File: config.mk
export PLATFORM = sky130hd
export DESIGN_NAME = aset_ram
export DESIGN_NICKNAME = d
export VERILOG_FILES = /design/src/hdl/active_slab_epoch_table_macros.svh /design/src/hdl/aset_ram.sv
export SDC_FILE = /design/constraint.sdc
export NUM_CORES = 1
export LEC_CHECK = 0
export BUFFER_PORTS_ARGS = -buffer_cell sky130_fd_sc_hd__buf_2
export CAP_MARGIN = 30
export CORE_MARGIN = 1
export CORE_UTILIZATION = 45
export DETAILED_ROUTE_END_ITERATION = 10
export PLACE_DENSITY = 0.58
export SETUP_SLACK_MARGIN = 0.5
export SYNTH_ARGS = -nofsm -noshare
export SYNTH_HDL_FRONTEND = slang
export SYNTH_SLANG_ARGS = --single-unit
export TNS_END_PERCENT = 30
File: constraint.sdc
create_clock -name clk -period 2.7 [get_ports clk]
set_input_delay 0.27 -clock clk [delete_from_list [all_inputs] [get_ports clk]]
set_output_delay 0.27 -clock clk [all_outputs]
set_load 0.05 [all_outputs]
File: src/hdl/active_slab_epoch_table_macros.svh
// Assertion helpers used by the active_slab_epoch_table module.
`ifndef ACTIVE_SLAB_EPOCH_TABLE_MACROS_SVH
`define ACTIVE_SLAB_EPOCH_TABLE_MACROS_SVH

// Implication checked at every rising clock edge outside reset.
`define ASET_ASSERT(lbl, ante, cons, msg) \
  lbl: assert property (@(posedge clk) disable iff (rst) (ante) |-> (cons)) else $error(msg);

// Plain invariant checked at every rising clock edge outside reset.
`define ASET_ALWAYS(lbl, expr, msg) \
  lbl: assert property (@(posedge clk) disable iff (rst) (expr)) else $error(msg);

`endif

File: src/hdl/aset_ram.sv
// ----------------------------------------------------------------------------
// aset_ram
// Generic simple dual-port RAM with one write port and a registered read.
// ----------------------------------------------------------------------------
module aset_ram #(
  parameter int WIDTH = 8,
  parameter int DEPTH = 16
) (
  input  logic                     clk,
  input  logic                     we,
  input  logic [$clog2(DEPTH)-1:0] waddr,
  input  logic [WIDTH-1:0]         wdata,
  input  logic [$clog2(DEPTH)-1:0] raddr,
  output logic [WIDTH-1:0]         rdata
);
  logic [WIDTH-1:0] mem [DEPTH];

  always_ff @(posedge clk) begin
    if (we) begin
      mem[waddr] <= wdata;
    end
    rdata <= mem[raddr];
  end
endmodule

==> results.md, run 1 <==
Status:
- The run finished with clean final reports.

STA:
- For the pin with the worst max-slew slack, the measured transition is 0.9262 ns.
- The shortest period the worst path allows is 1.498 ns.
- The maximum clock rate is 667.6 MHz.
- The total of endpoints with negative setup slack in the final report is 0.
- The final total negative setup slack is 0 ns.
- The ratio of final minimum period to clock period is 0.5547.
- The maximum clock skew at final layout is 0.009335 ns.
- The worst slew margin relative to its limit is 0.3803.
- The count of final max-slew check failures came to 0.
- The final count of hold timing violations is 0.
- Setup repair after global routing left no endpoint under its margin.

Clock network:
- The number of buffers inserted by hold repair at cts is 0.
- The number of levels in the clock H-tree is 4.
- The clock tree from TritonCTS is done.
- The clock root buffer is sky130_fd_sc_hd__clkbuf_16.
- The number of gates resized after CTS was 0.
- The number of setup buffers added after CTS is 0.
- Clock tree synthesis found a total of 136 sinks.
- The clock passes through at most 2 buffers.
- The latest clock arrival within the worst-skew pair is 0.41 ns.
- In this run, CTS created clock tree buffers numbering 17.
- The clock transition at the registers of the reported paths is 0.06 ns.

Synth:
- The average footprint of a synthesized cell is 22.48 sq um.
- The largest family of logic cells by synthesized area is multiplexers.
- The area fraction of the dominant cell type after synthesis is 0.7467.
- Of the total synthesized cell area, the portion taken by full adders, half adders and majority gates is 0.
- The top cell type by total area after synthesis is sky130_fd_sc_hd__edfxtp_1.
- The total of warnings raised by yosys is 0.
- The number of distinct standard cells referenced by the synthesized netlist is 19.
- Of the total synthesized cell area, the portion taken by AND, OR, NAND and NOR gates is 0.03184.
- After synthesis, the cell types taking the most area are sky130_fd_sc_hd__edfxtp_1, sky130_fd_sc_hd__mux4_2, sky130_fd_sc_hd__mux4_1, sky130_fd_sc_hd__dfxtp_1, sky130_fd_sc_hd__a22oi_1.
- The synthesized design contains 136 register bits.
- The synthesized netlist cell count is 229.
- In this run the cell area of the synthesized design comes to 5147 sq um.
- The post-synthesis share of cell area spent on xor and xnor gates is 0.
- The sequential-to-total area share from yosys stat is 0.7778.
- The post-synthesis compound-gate area fraction was 0.02333.
- The number of nets handed over by synthesis was 247.
- The proportion of synthesized area in mux cells is 0.1502.

Setup path:
- The data required time of the worst path is 2.98 ns.
- The startpoint kind of the worst setup timing path is a primary input.
- The data arrival time of the critical path is 1.78 ns.
- The largest fanout of any net on the critical path is 17.
- Among all stages on the critical path, the largest delay is contributed by sky130_fd_sc_hd__buf_2.
- STA classifies the critical path endpoint as a flip-flop.
- On the worst path, the slowest cell contributes a delay of 0.40 ns.
- Traced cell by cell, the critical path runs through buf_2 -> buf_4 -> mux4_1 -> a22oi_1 -> nand2_1.
- The category of cells accounting for the largest share of critical-path delay is buffers and inverters.
- The number of buffer and inverter instances along the worst setup path is 2.
- The slack of the worst reg-to-reg path is 1.28 ns.
- The critical path class is in -> reg.

Detailed routing:
- Before antenna repair, the detailed router went through 4 iterations.
- In the final routed layout, each cell accounts on average for 22.98 um.
- The number of vias per cell is 5.578.
- The number of nets with antenna violations after routing is 0.
- The post-detailed-routing wire length is 9906 um.
- The residual DRC count is 0.
- Detailed routing inserted a total of 2404 vias.
- In this run, the number of DRC markers left after iteration 0 of detailed routing was 149.

Floorplanning:
- The floorplan row count is 38.
- From left edge to right edge, the die measures 109.0 um.
- The initial utilization of the core area, before any placement, comes to 0.4687.
- The area of the die is 11870 sq um.
- The floorplan step defined a core boundary enclosing 10980 sq um.
- During I/O placement, the number of pins put on the boundary was 26.
- The floorplan step set the die height to 109.0 um.

Final layout:
- In the layout the commonest cells are sky130_fd_sc_hd__edfxtp_1, sky130_fd_sc_hd__buf_2, sky130_fd_sc_hd__mux4_2.
- 0 antenna diodes ended up in the layout.
- The share of final-layout standard cells stronger than drive strength 1 is 0.3058.
- The number of nets in the final layout is 296.
- The final standard cell area without fillers is 6051 sq um.
- From synthesis to final layout, the design area changed by 17.55%.
- The most frequent standard cell in the layout excluding fill and tap cells is sky130_fd_sc_hd__edfxtp_1.
- Across the whole layout, storage elements account for 4004 sq um.
- Fill cells in the final layout number 844.
- The footprint of the multi-input gates is 1057 sq um.

Global route:
- The global-route wire length before repair is 14990 um.
- The number of global-route vias before repair was 2471.
- Entering global routing, the biggest net connects 33 pins.
- The global-route usage over all layers is 0.1898.
- For this run the aggregate overflow at the end of global routing stands at 0.
- The initial antenna violation count is 0.

Pwr:
- The total power density per cell area is 794.2 nW/um^2.
- The maximum resistive drop on vdd is 0.5193 mV.
- The leakage power of the design is 0.002043 uW.

Hold path:
- The path class of the tightest hold or removal check is in -> reg.

Placed design:
- The placed standard-cell area is 5487 sq um.
- The final HPWL from detailed placement is 6146 um.
- Routability-driven placement finished with a final weighted congestion of 0.7064.
- During placement, the flow inserted port buffers numbering 25.

Flow run:
- The tool flagged a number of max-cap violations equal to 0.
-- synth_stat cells --
library cell	count
sky130_fd_sc_hd__and2b_1	1
sky130_fd_sc_hd__or3b_2	1
sky130_fd_sc_hd__a22oi_1	16
sky130_fd_sc_hd__mux4_2	18
sky130_fd_sc_hd__nor2_1	13
sky130_fd_sc_hd__nor3_1	4
sky130_fd_sc_hd__nand3_1	1
sky130_fd_sc_hd__buf_6	3
sky130_fd_sc_hd__nand2_1	9
sky130_fd_sc_hd__buf_2	3
sky130_fd_sc_hd__clkdlybuf4s25_2	3
sky130_fd_sc_hd__nand3b_1	2
sky130_fd_sc_hd__nor2b_1	1
sky130_fd_sc_hd__nand2b_1	2
sky130_fd_sc_hd__and2_1	1
sky130_fd_sc_hd__dfxtp_1	8
sky130_fd_sc_hd__edfxtp_1	128
sky130_fd_sc_hd__mux4_1	14
sky130_fd_sc_hd__buf_4	1
-- sequential cells by signal, summed over array words and instances (netlist names) --
signal	cells
rdata	8
mem	128
-- kinds of logic after synthesis --
kind of cell / count (synthesis)
AOI/OAI and AO/OA: 16
buffers and inverters: 10
DFF: 136
muxes: 32
and+or+nand+nor: 35
-- stage by stage --
stage	power (uW)	setup WS (ns)	utilization	hold slack, ns	cells
6_report	4806	1.202	0.5509	0.2552	431
5_1_grt	4949	1.168	0.5509	0.2504	431
4_1_cts	4846	1.210	0.5509	0.2410	431
3_5_place_dp	2681	0.7958	0.4995	0.6538	399
3_3_place_gp	2678	0.7875	0.4995	0.6545	399
2_1_floorplan	2584	0.9371	-	0.3689	229
-- metal layers --
metal,track usage,vias up,part of all wire
met5,0,-,0
met2,0.2821,66,0.47
met3,0.05798,9,0.049
met1,0.2643,1259,0.47
met4,0.07239,0,0.010
li1,-,1070,-
-- power breakdown --
part	internal (uW)	switching [uW]	total (uW)
Sequential	2360	11.5	2370
Combinational	91.3	170	261
Clock	1350	823	2170
-- worst paths after layout --
check,start,to,cells past startpoint
worst max-delay path,raddr[1],rdata[2],5
worst min register to register,mem[15][2],rdata[2],3
worst max register to register,mem[1][2],rdata[2],3
worst min-delay path,wdata[3],mem[6][3],1
-- final cells by class --
type | instances | share of cell area
Sequential cell | 136 | 0.6617
Clock buffer | 19 | 0.07155
Timing Repair Buffer | 40 | 0.04136
Multi-Input combinational cell | 83 | 0.1747
Clock inverter | 13 | 0.02171
Tap cell | 140 | 0.02895
No activity file was read; power rests on OpenSTA's default activity.
==> run 2: changes to the inputs <==
ABC_AREA = 1   (was unset)
PLACE_DENSITY = 0.57   (was 0.58)
clock period = 1.55 ns   (was 2.7 ns; I/O delays follow)
==> results.md, run 2 <==
Clock network:
- The number of post-CTS setup repair buffers is 0 (unchanged).
- The TritonCTS buffer count was 17 (unchanged).
- The number of levels in the clock H-tree was 4 (unchanged).
- The clock root buffer is sky130_fd_sc_hd__clkbuf_16.
- The number of buffers inserted by hold repair at cts is 0 (unchanged).
- The clock transition at the registers of the reported paths is 0.06 ns (about the same).
- The worst-case clock buffer depth is 2 (unchanged).
- The latest clock arrival within the worst-skew pair is 0.41 ns (about the same).
- The clock tree from TritonCTS is done.
- The count of clock tree sinks is 136 (unchanged).

Final layout:
- The largest registers in the layout are mem: 128 flops, rdata: 8 flops.
- In the layout the commonest cells are sky130_fd_sc_hd__nand2_1, sky130_fd_sc_hd__edfxtp_1, sky130_fd_sc_hd__inv_1.
- The final standard cell area without fillers was 6784 sq um (+12%).
- The number of nets in the final layout is 613 (+110%).
- Leaving out fill and tap cells, the most frequent cell in the layout is sky130_fd_sc_hd__nand2_1.
- Ranked by flip-flop count, first place goes to mem.
- The area overhead of the layout relative to synthesis came to 17.64% (about the same).
- The final design utilization is 0.5533 (+0.002342).
- The number of flip-flops in the largest register was 128 (unchanged).
- The share of final-layout standard cells stronger than drive strength 1 was 0.1349 (-0.1710).
- The number of antenna repair diodes is 0 (unchanged).

Detailed routing:
- The residual DRC count came to 0 (unchanged).
- The post-detailed-routing wire length came to 12680 um (+28%).
- The first-pass iteration count of the detailed router is 5 (+1).
- The count of routing violations after the opening detailed-route iteration was 235 (+58%).
- The number of vias per cell is 4.872 (-13%).
- The average detailed-routed wire length per instance is 16.34 um (-29%).
- The number of nets with antenna violations after routing is 0 (unchanged).
- The routed via count is 3781 (+57%).

Synth:
- The number of distinct standard cells referenced by the synthesized netlist came to 12 (-7).
- Sorting the synthesized cells by area gives the leading types as sky130_fd_sc_hd__edfxtp_1, sky130_fd_sc_hd__nand2_1, sky130_fd_sc_hd__nand3_1, sky130_fd_sc_hd__inv_1, sky130_fd_sc_hd__dfxtp_1.
- The total of warnings raised by yosys was 0 (unchanged).
- The average footprint of a synthesized cell is 10.47 sq um (-53%).
- The synthesized netlist cell count came to 551 (+140%).
- The flip-flop and latch count after synthesis is 136 (unchanged).
- The synthesized cell area is 5767 sq um (+12%).
- Yosys instantiated no cell more often than sky130_fd_sc_hd__nand2_1.
- The commonest cells after synthesis are sky130_fd_sc_hd__nand2_1, sky130_fd_sc_hd__edfxtp_1, sky130_fd_sc_hd__inv_1.
- The number of synthesized flops with an enable pin is 128 (unchanged).
- The net count of the mapped netlist came to 569 (+130%).
- The primary flip-flop cell chosen by synthesis mapping is sky130_fd_sc_hd__edfxtp_1.
- Summed over all instances, the cell type with the most area after synthesis is sky130_fd_sc_hd__edfxtp_1.
- The sequential-to-total area share from yosys stat is 0.6943 (-0.08354).
- The async set-or-reset flop fraction in the synthesized netlist is 0 (unchanged).
- The area fraction of the dominant cell type after synthesis is 0.6665 (-0.08020).

Placed design:
- The worst setup timing slack at the placement stage was 0.1777 ns (-0.6181 ns).
- The number of port buffers came to 25 (unchanged).
- The routability-driven placement congestion ratio is 0.8125 (+15%).
- The placed standard-cell area came to 6166 sq um (+12%).
- The final HPWL from detailed placement is 7821 um (+27%).

Global route:
- The maximum number of pins on one net before global-route repair is 38 (+15%).
- The global-route wire length before repair is 19890 um (+33%).
- The global-route usage over all layers came to 0.2157 (+0.02593).
- The number of global-route vias before repair is 3603 (+46%).
- The initial antenna violation count is 0 (unchanged).
- The total overflow reported by the global router is 0 (unchanged).

Setup path:
- The startpoint kind of the worst setup timing path is a flip-flop.
- The critical path goes through buf_8.
- The delay of the slowest cell on the worst path is 0.37 ns (-0.03 ns).
- The critical path class is reg -> out.
- The data arrival time of the critical path is 0.92 ns (-0.86 ns).
- The number of buffer and inverter instances along the worst setup path is 1 (-1).
- On the critical path the largest part of the delay comes from flip-flops.
- The slowest stage of the critical path belongs to the cell sky130_fd_sc_hd__dfxtp_4.
- The largest fanout of any net on the critical path is 1 (-16).
- STA classifies the critical path endpoint as an output port.
- The data required time of the worst path was 1.39 ns (-1.59 ns).

STA:
- The maximum clock skew at final layout is 0.005851 ns (-0.003484 ns).
- Derived from the worst setup path, the maximum achievable clock frequency is 927.5 MHz.
- Setup repair after global routing could not meet its margin everywhere.
- The ratio of final minimum period to clock period is 0.6956.
- The final count of hold timing violations is 0 (unchanged).
- The actual transition at the worst max-transition pin is 0.3724 ns (-0.5537 ns).
- The worst path needs 1.078 ns of the cycle, external delays included.
- The final setup slack of the worst path is 0.4719 ns (-0.7303 ns).
- The final total negative setup slack is 0 ns (unchanged).
- The worst slew margin relative to its limit came to 0.7517 (+0.3714).
- The count of final max-slew check failures is 0 (unchanged).
- The total of endpoints with negative setup slack in the final report was 0 (unchanged).

Floorplanning:
- The y dimension of the die is 115.2 um (+5.7%).
- The overall die width came to 115.2 um (+5.7%).
- The I/O pin total is 26 (unchanged).
- The floorplan row count is 40 (+5.3%).
- The area of the die is 13270 sq um (+12%).
- The area of the core region is 12260 sq um (+12%).
- The initial core utilization is 0.4703 (+0.001634).

Pwr:
- The total power consumption of the routed design came to 8414 uW (+75%).
- The maximum resistive drop on vdd is 0.9504 mV (+83%).
- The total power density per cell area is 1240 nW/um^2 (+56%).
- The leakage power of the design is 0.002951 uW (+44%).

Status:
- The run finished with clean final reports.

Hold path:
- The worst min-delay path category is in -> reg.

Flow run:
- The max-cap violation count came to 0 (unchanged).
[run 2: cell count changes after synthesis, sizes merged]
cell,before,now
and2b,1,0
or3b,1,0
nor2,13,17
a22oi,16,0
and2,1,0
mux4,32,0
buf,7,24
nand3,1,97
inv,0,102
nor3,4,0
nor2b,1,0
clkdlybuf4s25,3,0
nand2b,2,0
nand2,9,173
[run 2: worst paths after layout]
check	from	end	slack (ns)	cells past startpoint
worst min-delay path	raddr[3]	rdata[4]	0.12	3
worst max register to register	mem[0][5]	rdata[5]	0.52	6
worst max-delay path	rdata[3]	rdata[3]	0.47	1
worst min register to register	mem[6][2]	rdata[2]	0.66	6
[run 2: final cells by class]
type | count | area (sq um)
clock inverter | 3 | 15.01
sequential | 136 | 4015
tap | 168 | 210.2
clock buffer | 29 | 530.5
fill | 1085 | 5478
inverter | 102 | 382.9
timing repair buffer | 49 | 416.7
multi-input combinational | 289 | 1214
[run 2: cells by family (layout without fill, tap and decap cells)]
family	count (synthesis)	count (layout)	synth area share
AND/OR/NAND/NOR	289	289	0.2105
flip-flops	136	136	0.6943
buffers and inverters	126	183	0.09525
[run 2: report_power, final]
part	internal (uW)	switching, uW
Clock	2290	1340
Sequential	4120	34.6
Combinational	198	427
[run 2: metrics by stage]
step / std cells / hold WS [ns]
2_1_floorplan: 551 / 0.2539
3_3_place_gp: 744 / 0.5270
3_5_place_dp: 744 / 0.5370
4_1_cts: 776 / 0.1010
5_1_grt: 776 / 0.1029
6_report: 776 / 0.1156
[run 2: worst reg2reg max path: stages (launching register included)]
cell and delay [ns]:
sky130_fd_sc_hd__edfxtp_1 0.36, sky130_fd_sc_hd__inv_1 0.06, sky130_fd_sc_hd__nand2_1 0.07, sky130_fd_sc_hd__nand3_1 0.08
sky130_fd_sc_hd__nand3_1 0.13, sky130_fd_sc_hd__nand3_1 0.14, sky130_fd_sc_hd__nand2_1 0.07
[run 2: per-layer routing]
| layer | GRT usage | share of wire | vias up |
|---|---|---|---|
| met3 | 0.06273 | 0.050 | 15 |
| met2 | 0.3357 | 0.48 | 105 |
| met1 | 0.2829 | 0.45 | 1798 |
| li1 | - | - | 1863 |
| met4 | 0.09264 | 0.021 | 0 |
| met5 | 0 | 0 | - |
[run 2: what timing repair did]
item,in CTS,in global routing
hold endpoints to repair,0,0
endpoints found under the setup margin,8,15
gates cloned,0,0
gates resized for setup,21,5
==> run 3: changes to the inputs <==
ABC_AREA = 0   (was 1)
PLACE_DENSITY = 0.6   (was 0.57)
clock period = 0.9 ns   (was 1.55 ns; I/O delays follow)
==> results.md, run 3 (synthesis results as in run 1) <==
Status:
- The flow ran to the end, but the final reports show violations.
- The final reports fail on negative setup slack.

Setup path:
- The worst register-to-register path ends at rdata[5].
- The data required time of the worst path was 1.19 ns (-0.20 ns).
- The slack of the worst reg-to-reg path is -0.37 ns (-0.89 ns).
- Walking the worst path, the cells encountered are mux4_2 -> a22oi_2 -> nand2_1.
- In this run the worst setup path terminates at rdata[5].
- The type of destination of the critical path is a flip-flop.
- The data arrival time of the critical path was 1.56 ns (+0.64 ns).
- The delay of the slowest cell on the worst path is 0.49 ns (+0.12 ns).
- The depth of the worst register-to-register path came to 3 (-3).
- The critical path class is reg -> reg.
- The cell type of the slowest stage on the worst timing path is sky130_fd_sc_hd__mux4_2.
- On the critical path the largest part of the delay comes from multiplexers.
- The launch instance of the worst register-to-register path is mem[3][5].
- The most critical setup path has its startpoint at mem[3][5].
- The critical path depth in cells is 3 (+2).
- The number of buffer and inverter instances along the worst setup path is 0 (-1).
- The largest fanout of any net on the critical path came to 1 (unchanged).
- STA classifies the critical path startpoint as a flip-flop.

Detailed routing:
- The average detailed-routed wire length per instance is 20.83 um (+27%).
- The post-detailed-routing wire length is 9540 um (-25%).
- The count of routing violations after the opening detailed-route iteration is 152 (-35%).
- The routed via count is 2475 (-35%).
- The number of nets with antenna violations after routing was 0 (unchanged).
- The residual DRC count is 0 (unchanged).
- The number of vias per cell is 5.404 (+11%).
- The first-pass iteration count of the detailed router is 4 (-1).

Final layout:
- The final design utilization is 0.6040 (+0.05075).
- The most frequent standard cell in the layout excluding fill and tap cells is sky130_fd_sc_hd__edfxtp_1.
- The number of nets in the final layout came to 323 (-47%).
- The share of final-layout standard cells stronger than drive strength 1 was 0.5094 (+0.3746).
- Leaving out fill and tap cells, the most frequent cells in the layout are sky130_fd_sc_hd__edfxtp_1, sky130_fd_sc_hd__mux4_2, sky130_fd_sc_hd__buf_6.
- The number of flip-flops in the largest register came to 128 (unchanged).
- The number of antenna repair diodes came to 0 (unchanged).
- The fill cell instance count of the final layout came to 792 (-27%).
- The largest registers in the layout are mem: 128 flops, rdata: 8 flops.
- The largest register by flop count is mem.
- Compared with the post-synthesis result, the final layout area differs by 28.88%.

Placed design:
- The routability-driven placement congestion ratio is 0.7687 (-5.4%).
- The final HPWL from detailed placement is 6305 um (-19%).
- The worst setup timing slack at the placement stage is -0.5636 ns (-0.7412 ns).
- The number of port buffers is 25 (unchanged).

Clock network:
- The clock root buffer is sky130_fd_sc_hd__clkbuf_16.
- The number of levels in the clock H-tree is 4 (unchanged).
- The worst-case clock buffer depth was 2 (unchanged).
- The latest clock arrival within the worst-skew pair is 0.40 ns (about the same).
- TritonCTS built the clock tree.
- The clock transition at the registers of the reported paths is 0.06 ns (about the same).
- The TritonCTS buffer count is 17 (unchanged).
- The count of clock tree sinks is 136 (unchanged).

Floorplanning:
- The I/O pin total is 26 (unchanged).
- The area of the core region is 10980 sq um (-10%).
- The area of the die came to 11870 sq um (-11%).
- The y dimension of the die is 109.0 um (-5.4%).
- The floorplan row count was 38 (-5.0%).
- The overall die width is 109.0 um (-5.4%).
- The initial core utilization came to 0.4687 (-0.001634).

STA:
- The total of endpoints with negative setup slack in the final report was 16 (+16).
- The maximum clock skew at final layout is 0.005352 ns (-0.0004991 ns).
- In the finished design, the share of the clock period the worst path needs comes to 1.412.
- The actual transition at the worst max-transition pin is 0.7704 ns (+0.3980 ns).
- Setup repair after global routing could not meet its margin everywhere.
- The worst slew margin relative to its limit is 0.4845 (-0.2672).
- The final setup slack of the worst path is -0.3706 ns (-0.8424 ns).
- For this run, the top clock speed supported by timing is 787.1 MHz.
- The worst slack on hold paths is 0.07022 ns (-0.04540 ns).
- The count of final max-slew check failures is 0 (unchanged).
- The shortest period the worst path allows is 1.271 ns.
- The final count of hold timing violations was 0 (unchanged).

Global route:
- The total overflow reported by the global router is 0 (unchanged).
- The global-route usage over all layers is 0.1842 (-0.03150).
- The global routing usage on met2 is 0.2817 (-0.05407).
- The number of global-route vias before repair came to 2606 (-28%).
- The maximum number of pins on one net before global-route repair was 24 (-37%).
- The initial antenna violation count was 0 (unchanged).
- The fraction of met1 tracks used by global routing is 0.2527 (-0.03015).
- The met3 routing resource usage after global routing is 0.04662 (-0.01611).
- The global-route wire length before repair was 14920 um (-25%).
- met2 is the most crowded layer.

Hold path:
- The tightest min-delay check is of the in -> reg type.

Pwr:
- The maximum resistive drop on vdd was 0.9465 mV (-0.41%).
- The total power density per cell area is 2252 nW/um^2 (+82%).
- The leakage power of the design is 0.002242 uW (-24%).

Flow run:
- The max-cap violation count came to 0 (unchanged).
==> run 3: metal layers <==
layer  routed length [um]  vias to the layer above
li1                     -                     1116
met1                 4296                     1295
met2                 4819                       57
met3                  327                        7
met4                   97                        0
met5                    0                        -
==> run 3: layout make-up <==
type / count / area [sq um] / area share
clock buffer: 17 / 425.4 / 0.06413
clock inverter: 15 / 160.2 / 0.02414
sequential: 136 / 4013 / 0.6049
timing repair buffer: 67 / 683.2 / 0.1030
multi-input combinational: 83 / 1177 / 0.1775
tap: 140 / 175.2 / 0.02641
==> run 3: stage by stage <==
| stage | instance area [sq um] | total power [uW] | cells | setup TNS, ns |
|---|---|---|---|---|
| 6_report | 6634 | 14940 | 458 | -3.281 |
| 5_1_grt | 6634 | 15460 | 458 | -4.003 |
| 4_1_cts | 6583 | 15060 | 456 | -3.477 |
| 3_5_place_dp | 5717 | 8148 | 423 | -46.65 |
| 3_3_place_gp | 5717 | 8133 | 423 | -44.34 |
| 2_1_floorplan | 5164 | 7783 | 229 | -23.89 |
==> run 3: what timing repair did <==
action / in CTS / in global routing
hold buffers: 0 / 0
setup endpoints to repair: 144 / 144
pin swaps: 22 / 15
resized for setup: 76 / 6
setup buffers: 1 / 2
==> run 3: worst min-delay path by stage <==
stage / cells past startpoint / to / start / slack [ns]
final: 1 / mem[7][6] / wdata[6] / 0.07
after global routing: 1 / mem[1][6] / wdata[6] / 0.06
after CTS: 1 / mem[7][6] / wdata[6] / 0.05
after detailed placement: 1 / mem[7][6] / wdata[6] / 0.48
after global placement: 1 / mem[6][6] / wdata[6] / 0.47
after floorplan: 0 / mem[0][0] / wdata[0] / 0.19
==> run 3: power by group <==
group / internal, uW / switching (uW) / total, uW
clock: 4300 / 2440 / 6740
sequential: 7090 / 60.5 / 7150
combinational: 474 / 573 / 1050
total: 11900 / 3070 / 14900
